===== src/sv/assert_macros.svh =====
// ----------------------------------------------------------------------------
// Assertion macros
// Shared concurrent assertion macros for the sequence queue RTL.
// ----------------------------------------------------------------------------
`ifndef ASSERT_MACROS_SVH
`define ASSERT_MACROS_SVH

`ifndef ASSERT_OFF

`define SMRQ_ASSERT_IMP(lbl, clk_s, rstn_s, ante, cons) \
  lbl: assert property (@(posedge clk_s) disable iff (!rstn_s) (ante) |-> (cons)) \
    else $error("smrq assertion failed");

`define SMRQ_ASSERT_NXT(lbl, clk_s, rstn_s, ante, cons) \
  lbl: assert property (@(posedge clk_s) disable iff (!rstn_s) (ante) |=> (cons)) \
    else $error("smrq assertion failed");

`else

`define SMRQ_ASSERT_IMP(lbl, clk_s, rstn_s, ante, cons)

`define SMRQ_ASSERT_NXT(lbl, clk_s, rstn_s, ante, cons)

`endif

`endif


===== src/sv/smrq_pkg.sv =====
// ----------------------------------------------------------------------------
// smrq_pkg
// Types, constants and helper functions of the shared sequence queue.
// ----------------------------------------------------------------------------
`timescale 1ns / 1ps
`default_nettype none

package smrq_pkg;

  localparam int RING_DEPTH_DEF  = 16;
  localparam int MAX_READERS_DEF = 4;

  localparam int CODE_W     = 3;
  localparam int COLOUR_W   = 4;
  localparam int RCOUNT_W   = 3;
  localparam int READER_W   = 2;
  localparam int RAND_W     = 16;
  localparam int CFG_IDX_W  = 1;
  localparam int CFG_DATA_W = 4;
  localparam int RD_CNT_W   = 5;

  localparam logic [COLOUR_W-1:0] MAX_COLOURS = 4'd8;
  localparam logic [COLOUR_W-1:0] MIN_COLOURS = 4'd1;

  typedef enum logic [CFG_IDX_W-1:0] {
    CFG_READER_COUNT = 1'b0,
    CFG_COLOUR_COUNT = 1'b1
  } cfg_reg_t;

  typedef enum logic {
    OP_TAKE  = 1'b0,
    OP_CLEAR = 1'b1
  } op_t;

  typedef enum logic [1:0] {
    ST_IDLE,
    ST_MOD_LO,
    ST_EXEC
  } state_t;

  typedef struct packed {
    logic load;
    logic adv;
  } rem_ctrl_t;

  // Eight restoring remainder steps, one input bit per step, most significant first.
  function automatic logic [COLOUR_W-1:0] mod_step8(
    input logic [COLOUR_W-1:0] rem_in,
    input logic [7:0]          bits,
    input logic [COLOUR_W-1:0] div
  );
    logic [COLOUR_W:0]   t;
    logic [COLOUR_W-1:0] r;
    r = rem_in;
    for (int i = 7; i >= 0; i--) begin
      t = {r, bits[i]};
      if (t >= {1'b0, div}) begin
        t = t - {1'b0, div};
      end
      r = t[COLOUR_W-1:0];
    end
    return r;
  endfunction

endpackage

`default_nettype wire


===== src/sv/smrq_ram.sv =====
// ----------------------------------------------------------------------------
// smrq_ram
// Generic single-write, single-read RAM with a registered read port.
// ----------------------------------------------------------------------------
`timescale 1ns / 1ps
`default_nettype none

module smrq_ram #(
  parameter int WIDTH = 8,
  parameter int DEPTH = 16,
  localparam int AW = (DEPTH > 1) ? $clog2(DEPTH) : 1
) (
  input  wire logic             clk,
  input  wire logic             we,
  input  wire logic [AW-1:0]    waddr,
  input  wire logic [WIDTH-1:0] wdata,
  input  wire logic             re,
  input  wire logic [AW-1:0]    raddr,
  output logic      [WIDTH-1:0] rdata
);

  logic [WIDTH-1:0] mem [DEPTH];

  always_ff @(posedge clk) begin
    if (we) begin
      mem[waddr] <= wdata;
    end
    if (re) begin
      rdata <= mem[raddr];
    end
  end

endmodule

`default_nettype wire


===== src/sv/smrq_rem.sv =====
// ----------------------------------------------------------------------------
// smrq_rem
// Two-step remainder unit: random value modulo the colour count.
// ----------------------------------------------------------------------------
`timescale 1ns / 1ps
`default_nettype none

module smrq_rem (
  input  wire logic                                clk,
  input  wire smrq_pkg::rem_ctrl_t                 ctrl,
  input  wire logic [smrq_pkg::RAND_W-1:0]         rnd,
  input  wire logic [smrq_pkg::COLOUR_W-1:0]       div,
  output logic      [smrq_pkg::CODE_W-1:0]         rem
);

  logic [smrq_pkg::COLOUR_W-1:0] rem_r;
  logic [7:0]                    lo_r;

  always_ff @(posedge clk) begin
    if (ctrl.load) begin
      rem_r <= smrq_pkg::mod_step8('0, rnd[15:8], div);
      lo_r  <= rnd[7:0];
    end else if (ctrl.adv) begin
      rem_r <= smrq_pkg::mod_step8(rem_r, lo_r, div);
    end
  end

  assign rem = rem_r[smrq_pkg::CODE_W-1:0];

endmodule

`default_nettype wire


===== src/sv/shared_multi_reader_sequence_queue_top.sv =====
// ----------------------------------------------------------------------------
// shared_multi_reader_sequence_queue_top
// Several readers draw type codes from one shared sequence kept in a ring.
//
// Input channel (in_valid/in_stall): one item is a take for a reader or a
// clear. Each item gives exactly one result on the out_ channel.
// A take appends a new code, the random value modulo the colour count, when
// the reader has reached the end of the sequence, returns the code at the
// reader's position and drops entries that all active readers have passed.
// A full ring refuses the append and reports overflow.
// An item passes the states ST_MOD_LO and ST_EXEC; the result is registered.
// A new item waits until the last is through, paced by the remainder unit (two
// steps of eight bits) and the registered read of the code RAM.
// The result is held in an output register, so a new item is taken while an
// earlier result waits; a held result stalls only the final step.
// Configuration writes (cfg_) are always ready and take effect at once. They
// must be made only while no item is in flight; the block does not enforce it.
// Reset empties the ring, zeroes all positions and sets the reader count
// to 2 and the colour count to 6; the code RAM itself is not cleared.
// ----------------------------------------------------------------------------
`timescale 1ns / 1ps
`default_nettype none

`include "assert_macros.svh"

module shared_multi_reader_sequence_queue_top #(
  parameter int RING_DEPTH  = smrq_pkg::RING_DEPTH_DEF,
  parameter int MAX_READERS = smrq_pkg::MAX_READERS_DEF
) (
  input  wire logic                                clk,
  input  wire logic                                rst_n,
  input  wire logic                                in_valid,
  output logic                                     in_stall,
  input  wire logic                                in_operation,
  input  wire logic [smrq_pkg::READER_W-1:0]       in_reader,
  input  wire logic [smrq_pkg::RAND_W-1:0]         in_random_value,
  output logic                                     out_valid,
  input  wire logic                                out_stall,
  output logic      [smrq_pkg::CODE_W-1:0]         out_type_code,
  output logic                                     out_overflow,
  input  wire logic                                cfg_valid,
  output logic                                     cfg_ready,
  input  wire logic [smrq_pkg::CFG_IDX_W-1:0]      cfg_index,
  input  wire logic [smrq_pkg::CFG_DATA_W-1:0]     cfg_wdata
);

  localparam int IDX_W  = (RING_DEPTH > 1) ? $clog2(RING_DEPTH) : 1;
  localparam int LEN_W  = $clog2(RING_DEPTH + 1);
  localparam int SUM_W  = LEN_W + 1;
  localparam int RDX_W  = (MAX_READERS > 1) ? $clog2(MAX_READERS) : 1;
  localparam int TREE_N = (MAX_READERS > 1) ? 2 ** $clog2(MAX_READERS) : 1;

  smrq_pkg::state_t                    state_r, state_nxt;
  smrq_pkg::rem_ctrl_t                 rem_ctrl;
  logic [smrq_pkg::RCOUNT_W-1:0]       reader_count_r;
  logic [smrq_pkg::COLOUR_W-1:0]       colour_count_r;
  logic [LEN_W-1:0]                    offsets_r [MAX_READERS];
  logic [LEN_W-1:0]                    offsets_nxt [MAX_READERS];
  logic [LEN_W-1:0]                    len_r, len_nxt;
  logic [IDX_W-1:0]                    base_r, base_nxt;
  smrq_pkg::op_t                       op_r;
  logic [smrq_pkg::READER_W-1:0]       rd_r;
  logic [LEN_W-1:0]                    pos_r, pos_nxt;
  logic [IDX_W-1:0]                    addr_r, addr_nxt;
  logic                                out_valid_r, out_valid_nxt;
  logic [smrq_pkg::CODE_W-1:0]         out_code_r, out_code_nxt;
  logic                                out_ovf_r, out_ovf_nxt;
  logic                                ram_re, ram_we, exec_fire;
  logic [smrq_pkg::CODE_W-1:0]         ram_rdata, rem;
  logic [smrq_pkg::COLOUR_W-1:0]       colours_eff;
  logic [smrq_pkg::RD_CNT_W-1:0]       rc_ext, readers_eff;
  logic [MAX_READERS-1:0]              active;
  logic                                rd_act, append, ovf, take_ok;
  logic [LEN_W-1:0]                    off_sel, new_len, min_v;
  logic [SUM_W-1:0]                    slot_sum, base_sum;
  logic [LEN_W-1:0]                    upd [MAX_READERS];
  logic [LEN_W-1:0]                    leaf [TREE_N];
  logic [LEN_W-1:0]                    tree [2*TREE_N-1];
  logic [smrq_pkg::CODE_W-1:0]         code;

  assign cfg_ready     = 1'b1;
  assign in_stall      = (state_r != smrq_pkg::ST_IDLE);
  assign out_valid     = out_valid_r;
  assign out_type_code = out_code_r;
  assign out_overflow  = out_ovf_r;

  always_comb begin
    if (colour_count_r == '0) begin
      colours_eff = smrq_pkg::MIN_COLOURS;
    end else if (colour_count_r > smrq_pkg::MAX_COLOURS) begin
      colours_eff = smrq_pkg::MAX_COLOURS;
    end else begin
      colours_eff = colour_count_r;
    end
  end

  always_comb begin
    rc_ext = smrq_pkg::RD_CNT_W'(reader_count_r);
    if (rc_ext == '0) begin
      readers_eff = smrq_pkg::RD_CNT_W'(1);
    end else if (rc_ext > smrq_pkg::RD_CNT_W'(MAX_READERS)) begin
      readers_eff = smrq_pkg::RD_CNT_W'(MAX_READERS);
    end else begin
      readers_eff = rc_ext;
    end
    for (int i = 0; i < MAX_READERS; i++) begin
      active[i] = (smrq_pkg::RD_CNT_W'(i) < readers_eff);
    end
  end

  always_comb begin
    state_nxt = state_r;
    unique case (state_r)
      smrq_pkg::ST_IDLE: begin
        if (in_valid) begin
          state_nxt = smrq_pkg::ST_MOD_LO;
        end
      end
      smrq_pkg::ST_MOD_LO: begin
        state_nxt = smrq_pkg::ST_EXEC;
      end
      smrq_pkg::ST_EXEC: begin
        if (exec_fire) begin
          state_nxt = smrq_pkg::ST_IDLE;
        end
      end
      default: begin
        state_nxt = smrq_pkg::ST_IDLE;
      end
    endcase
  end

  always_comb begin
    rem_ctrl  = '0;
    ram_re    = 1'b0;
    exec_fire = 1'b0;
    unique case (state_r)
      smrq_pkg::ST_IDLE: begin
        rem_ctrl.load = in_valid;
      end
      smrq_pkg::ST_MOD_LO: begin
        rem_ctrl.adv = 1'b1;
        ram_re       = 1'b1;
      end
      smrq_pkg::ST_EXEC: begin
        exec_fire = !out_valid_r || !out_stall;
      end
      default: begin
        exec_fire = 1'b0;
      end
    endcase
  end

  smrq_rem u_rem (
    .clk  (clk),
    .ctrl (rem_ctrl),
    .rnd  (in_random_value),
    .div  (colours_eff),
    .rem  (rem)
  );

  always_comb begin
    off_sel = offsets_r[RDX_W'(rd_r)];
    pos_nxt = (off_sel > len_r) ? len_r : off_sel;
    slot_sum = SUM_W'(base_r) + SUM_W'(pos_nxt);
    if (slot_sum >= SUM_W'(RING_DEPTH)) begin
      slot_sum = slot_sum - SUM_W'(RING_DEPTH);
    end
    addr_nxt = slot_sum[IDX_W-1:0];
  end

  smrq_ram #(
    .WIDTH (smrq_pkg::CODE_W),
    .DEPTH (RING_DEPTH)
  ) u_code_ram (
    .clk   (clk),
    .we    (ram_we),
    .waddr (addr_r),
    .wdata (rem),
    .re    (ram_re),
    .raddr (addr_nxt),
    .rdata (ram_rdata)
  );

  always_comb begin
    rd_act  = (smrq_pkg::RD_CNT_W'(rd_r) < readers_eff);
    append  = (pos_r == len_r);
    ovf     = append && (len_r == LEN_W'(RING_DEPTH));
    take_ok = (op_r == smrq_pkg::OP_TAKE) && rd_act && !ovf;
    ram_we  = exec_fire && take_ok && append;
    code    = append ? rem : ram_rdata;
    new_len = append ? len_r + LEN_W'(1) : len_r;

    for (int i = 0; i < MAX_READERS; i++) begin
      upd[i] = (RDX_W'(rd_r) == RDX_W'(i)) ? pos_r + LEN_W'(1) : offsets_r[i];
    end
    for (int i = 0; i < TREE_N; i++) begin
      leaf[i] = '1;
    end
    for (int i = 0; i < MAX_READERS; i++) begin
      if (active[i]) begin
        leaf[i] = upd[i];
      end
    end
    for (int i = 0; i < TREE_N; i++) begin
      tree[TREE_N-1+i] = leaf[i];
    end
    for (int k = TREE_N - 2; k >= 0; k--) begin
      tree[k] = (tree[2*k+1] < tree[2*k+2]) ? tree[2*k+1] : tree[2*k+2];
    end
    min_v = (tree[0] > new_len) ? new_len : tree[0];

    base_sum = SUM_W'(base_r) + SUM_W'(min_v);
    if (base_sum >= SUM_W'(RING_DEPTH)) begin
      base_sum = base_sum - SUM_W'(RING_DEPTH);
    end

    offsets_nxt = offsets_r;
    len_nxt     = len_r;
    base_nxt    = base_r;
    if (exec_fire) begin
      if (op_r == smrq_pkg::OP_CLEAR) begin
        for (int i = 0; i < MAX_READERS; i++) begin
          offsets_nxt[i] = '0;
        end
        len_nxt  = '0;
        base_nxt = '0;
      end else if (take_ok) begin
        for (int i = 0; i < MAX_READERS; i++) begin
          if (active[i]) begin
            offsets_nxt[i] = (upd[i] >= min_v) ? upd[i] - min_v : '0;
          end
        end
        len_nxt  = new_len - min_v;
        base_nxt = base_sum[IDX_W-1:0];
      end
    end
  end

  always_comb begin
    out_valid_nxt = out_valid_r && out_stall;
    out_code_nxt  = out_code_r;
    out_ovf_nxt   = out_ovf_r;
    if (exec_fire) begin
      out_valid_nxt = 1'b1;
      out_code_nxt  = take_ok ? code : '0;
      out_ovf_nxt   = (op_r == smrq_pkg::OP_TAKE) && rd_act && ovf;
    end
  end

  always_ff @(posedge clk) begin
    if (!rst_n) begin
      state_r        <= smrq_pkg::ST_IDLE;
      reader_count_r <= smrq_pkg::RCOUNT_W'(2);
      colour_count_r <= smrq_pkg::COLOUR_W'(6);
      len_r          <= '0;
      base_r         <= '0;
      out_valid_r    <= 1'b0;
      for (int i = 0; i < MAX_READERS; i++) begin
        offsets_r[i] <= '0;
      end
    end else begin
      state_r     <= state_nxt;
      len_r       <= len_nxt;
      base_r      <= base_nxt;
      out_valid_r <= out_valid_nxt;
      offsets_r   <= offsets_nxt;
      if (cfg_valid && cfg_ready) begin
        unique case (smrq_pkg::cfg_reg_t'(cfg_index))
          smrq_pkg::CFG_READER_COUNT: begin
            reader_count_r <= cfg_wdata[smrq_pkg::RCOUNT_W-1:0];
          end
          smrq_pkg::CFG_COLOUR_COUNT: begin
            colour_count_r <= cfg_wdata[smrq_pkg::COLOUR_W-1:0];
          end
          default: begin
            colour_count_r <= colour_count_r;
          end
        endcase
      end
    end
  end

  always_ff @(posedge clk) begin
    if (rem_ctrl.load) begin
      op_r <= smrq_pkg::op_t'(in_operation);
      rd_r <= in_reader;
    end
    if (ram_re) begin
      pos_r  <= pos_nxt;
      addr_r <= addr_nxt;
    end
    out_code_r <= out_code_nxt;
    out_ovf_r  <= out_ovf_nxt;
  end

  `SMRQ_ASSERT_NXT(a_accept_to_mod, clk, rst_n, in_valid && !in_stall, state_r == smrq_pkg::ST_MOD_LO)
  `SMRQ_ASSERT_NXT(a_mod_to_exec, clk, rst_n, state_r == smrq_pkg::ST_MOD_LO, state_r == smrq_pkg::ST_EXEC)
  `SMRQ_ASSERT_IMP(a_len_bound, clk, rst_n, 1'b1, len_r <= LEN_W'(RING_DEPTH))
  `SMRQ_ASSERT_IMP(a_ram_we_exec, clk, rst_n, ram_we, exec_fire && !ovf)
  `SMRQ_ASSERT_IMP(a_ovf_code_zero, clk, rst_n, out_valid && out_overflow, out_type_code == '0)

endmodule

`default_nettype wire

===== config.mk =====
export PLATFORM = sky130hd
export DESIGN_NAME = shared_multi_reader_sequence_queue_top
export DESIGN_NICKNAME = d
export VERILOG_FILES = /design/src/sv/smrq_pkg.sv /design/src/sv/smrq_ram.sv /design/src/sv/smrq_rem.sv /design/src/sv/shared_multi_reader_sequence_queue_top.sv
export VERILOG_INCLUDE_DIRS = /design/src /design/src/sv
export SDC_FILE = /design/constraint.sdc
export NUM_CORES = 1
export LEC_CHECK = 0
export ABC_AREA = 1
export BUFFER_PORTS_ARGS = -buffer_cell sky130_fd_sc_hd__clkbuf_2
export CELL_PAD_IN_SITES_DETAIL_PLACEMENT = 1
export CELL_PAD_IN_SITES_GLOBAL_PLACEMENT = 1
export CORE_MARGIN = 5
export CORE_UTILIZATION = 30
export CTS_CLUSTER_SIZE = 8
export DETAILED_ROUTE_END_ITERATION = 6
export PLACE_DENSITY = 0.6
export REMOVE_ABC_BUFFERS = 1
export SLEW_MARGIN = 20
export SYNTH_ARGS = -nofsm -noshare
export SYNTH_HDL_FRONTEND = slang
export SYNTH_SLANG_ARGS = --single-unit

===== constraint.sdc =====
create_clock -name clk -period 21.6 [get_ports clk]
set_clock_uncertainty 0.1 [all_clocks]
set_input_delay 3.24 -clock clk [delete_from_list [all_inputs] [get_ports clk]]
set_output_delay 3.24 -clock clk [all_outputs]
set_load 0.02 [all_outputs]

==> impl_metrics.csv <==
group,metric,value,unit
status,outcome,"complete, no violations",
synthesis,synth.area.top_cells,"edfxtp_1 23%, ha_1 14%, nand2_1 10%, dfxtp_1 7.4%, inv_1 7.1%",
final_layout,design_area,0.0118,mm2
worst_setup_path,reg2reg_to,"u_rem.rem_r[1]",
floorplanning,die_outline_area,0.0388,mm2
synthesis,number_of_distinct_library_cells_after_synthesis,57,
synthesis,post_synth_top_flop,"edfxtp_1",
worst_setup_path,cp_slowest_stage_delay,0.61,ns
synthesis,async_sr_flop_fraction,0,
synthesis,synth.yosys.warnings,0,
worst_setup_path,timing.critical_path.required,21.68,ns
global_route,grt_pass1_wl,49400,um
global_route,grt_max_degree,29,
place,dp_hpwl,23500,um
timing,timing.final.crit_period,14.81,ns
synthesis,synth.top_cells.by_count,"292 x nand2_1, 198 x inv_1, 118 x ha_1, 102 x a21oi_1, 94 x nor2_1",
final_layout,layout.filler_cells,4248,
min_path,hold-path-cell-count,2,
cts,clkSinkCount,118,
drt,wl_met1,14700,um
drt,met3WireLength,640,um
timing,final-hold-violation-count,0,
min_path,min-delay-start,"offsets_r[11]",
drt,wl,29900,um
floorplanning,die-width,197,um
global_route,number_of_antenna_violations_at_the_first_check_in_global_routing,0,
drt,route.detailed.wl_per_inst,16.1,um
drt,met2WireLength,14200,um
final_layout,total_area_of_multi_input_combinational_cells,0.00651,mm2
final_layout,post_route_cells_drive_above_1_share,0.104,
cts,ctsHtreeMaxLevel,4,
synthesis,postSynthCellCount,1343,
timing,slew_worst_pin,1.06,ns
synthesis,post_synth_instance_area,0.0105,mm2
place,io_buffer_count,34,
drt,dr.pass1.iters,4,
place,gp_routability_congestion,0.842,
final_layout,post_layout_nonfiller_instances,1860,
worst_setup_path,crit_type,"primary input to flop",
synthesis,synth_most_common_cell,"nand2_1",
cts,path_clk_slew,0.06,ns
cts,clock_path_buffers,2,
timing,slew_headroom,0.292,
worst_setup_path,critPathSlowestCell,"a311oi_1",
place,dp_cells,1828,
drt,via_count,9109,
cts,cts_resizes,0,
floorplanning,core-area,0.0345,mm2
drt,post-route-drc-count,0,
synthesis,synth_largest_area_cell,"edfxtp_1",
min_path,whs_endpoint,"offsets_r[11]",
flow_run,cap_viol_max_count,0,
place,dpl-instance-area,0.0113,mm2
floorplanning,floorplan.initialDensity,0.304,
worst_setup_path,path_common_cell,"nand2_1",
worst_setup_path,critPathMaxFanout,9,
worst_setup_path,setup.reg_to_reg.worst_slack,8.08,ns
cts,cts_inserted_buffers,17,
final_layout,layout-area-overhead-vs-synth,12.6,%
drt,post_detailed_route_count_of_antenna_violating_nets,0,
synthesis,synth-seq-cells,118,
synthesis,synth_sequential_area_ratio,0.300,
floorplanning,die_h,197,um
timing,hold-worst-slack,0.369,ns
synthesis,count_of_flip_flops_with_a_built_in_enable_after_synthesis,79,
worst_setup_path,rr_worst_depth,79,
drt,vias_per_cell,4.90,
timing,timing.fmax,67.5,MHz
min_path,hold_path_class,"flop to flop",
cts,cts_tree,"built",
global_route,grt_use_total,0.157,
floorplanning,io_pins,36,
worst_setup_path,start_kind,"primary input",
drt,initialDrtViolationCount,322,
timing,final-max-slew-violation-count,0,
worst_setup_path,worstSetupEndpointType,"flop",
synthesis,syn_area_per_cell,7.81,um2
final_layout,seq_area,0.00315,mm2
timing,fin_setup_tns,0,ns
timing,rsz0062_at_grt,"false",
floorplanning,rows,68,
drt,highest-signal-layer,"met4",
cts,worst_skew_pair.late_latency,0.43,ns
cts,cts_root_buffer,"clkbuf_16",
worst_setup_path,r2r-start,"colour_count_r[0]",
final_layout,num-nets-final,1561,
synthesis,post-synth-top-area-fraction,0.226,
worst_setup_path,worstPathArrival,14.89,ns
final_layout,antenna_cells,0,
cts,cts_post_setup_buffers_inserted,0,
timing,final-setup-viol-count,0,
cts,hold_buffers,0,
timing,layout_worst_path_cycle_share,0.686,
global_route,globalRouteOverflowTotal,0,
global_route,grt_pass1_vias,9549,
## registers in the layout, summed over array words and instances, names as in the netlist, 3 cells and up
name              cells
pos_r                 5
out_type_code         3
u_rem.lo_r            8
addr_r                4
u_rem.rem_r           4
offsets_r            20
u_code_ram.rdata      3
u_code_ram.mem       48
reader_count_r        3
len_r                 5
colour_count_r        4
base_r                4
## metal layers
layer / vias to the layer above / GRT usage
met4: 0 / 0.0416
met3: 17 / 0.0177
met5: - / 0
met2: 83 / 0.268
met1: 4361 / 0.213
li1: 4648 / -
## worst max path at each step
stage	startpoint	to	slack, ns	depth (start not counted)
after detailed placement	in_random_value[15]	u_rem.rem_r[1]	6.32	72
after CTS	in_random_value[15]	u_rem.rem_r[1]	6.75	72
after floorplan	in_random_value[15]	u_rem.rem_r[1]	8.00	71
final	in_random_value[15]	u_rem.rem_r[1]	6.79	73
after global routing	in_random_value[15]	u_rem.rem_r[1]	5.23	73
after global placement	in_random_value[15]	u_rem.rem_r[2]	6.75	73
## final cells by class
class	count	area share
multi-input combinational	1006	0.551
timing repair buffer	45	0.0214
tap	455	0.0482
clock buffer	17	0.0360
inverter	204	0.0648
clock inverter	15	0.0111
sequential	118	0.267
## cell families (layout without fill, tap and decap cells)
group           count (synthesis)  after routing  synth area share
simple gates                  568            568             0.255
xor+xnor                       47             47            0.0392
flops                         118            118             0.300
other cells                     1              1          0.000357
fa+ha+maj                     140            140             0.183
buf+inv                       219            281            0.0791
compound gates                250            250             0.144
## stage by stage
stage | worst slack [ns] | util
2_1_floorplan | 8.00 | -
3_5_place_dp | 6.32 | 0.326
3_3_place_gp | 6.75 | 0.326
4_1_cts | 6.75 | 0.342
6_report | 6.79 | 0.342
5_1_grt | 5.23 | 0.342
## critical path, delay by kind of cell
kind	cells	cell delay (ns)
and+or+nand+nor	35	3.91
adders and majority gates	9	2.45
buffers and inverters	11	0.83
AOI/OAI and AO/OA	18	4.44
## layout by cell type (no fill, tap or decap), drive strengths merged, types with 18 or more instances in the layout
| master | count |
|---|---|
| xnor2 | 24 |
| nand4 | 21 |
| a21oi | 106 |
| nand3 | 96 |
| o21ai | 70 |
| inv | 205 |
| ha | 118 |
| fa | 22 |
| nor2 | 103 |
| nand2 | 308 |
| dfxtp | 39 |
| xor2 | 23 |
| nor3 | 18 |
| clkbuf | 51 |
| edfxtp | 79 |
Power is not shown: default switching activity piles up to over one toggle a cycle in this logic, so the estimate is an artifact.
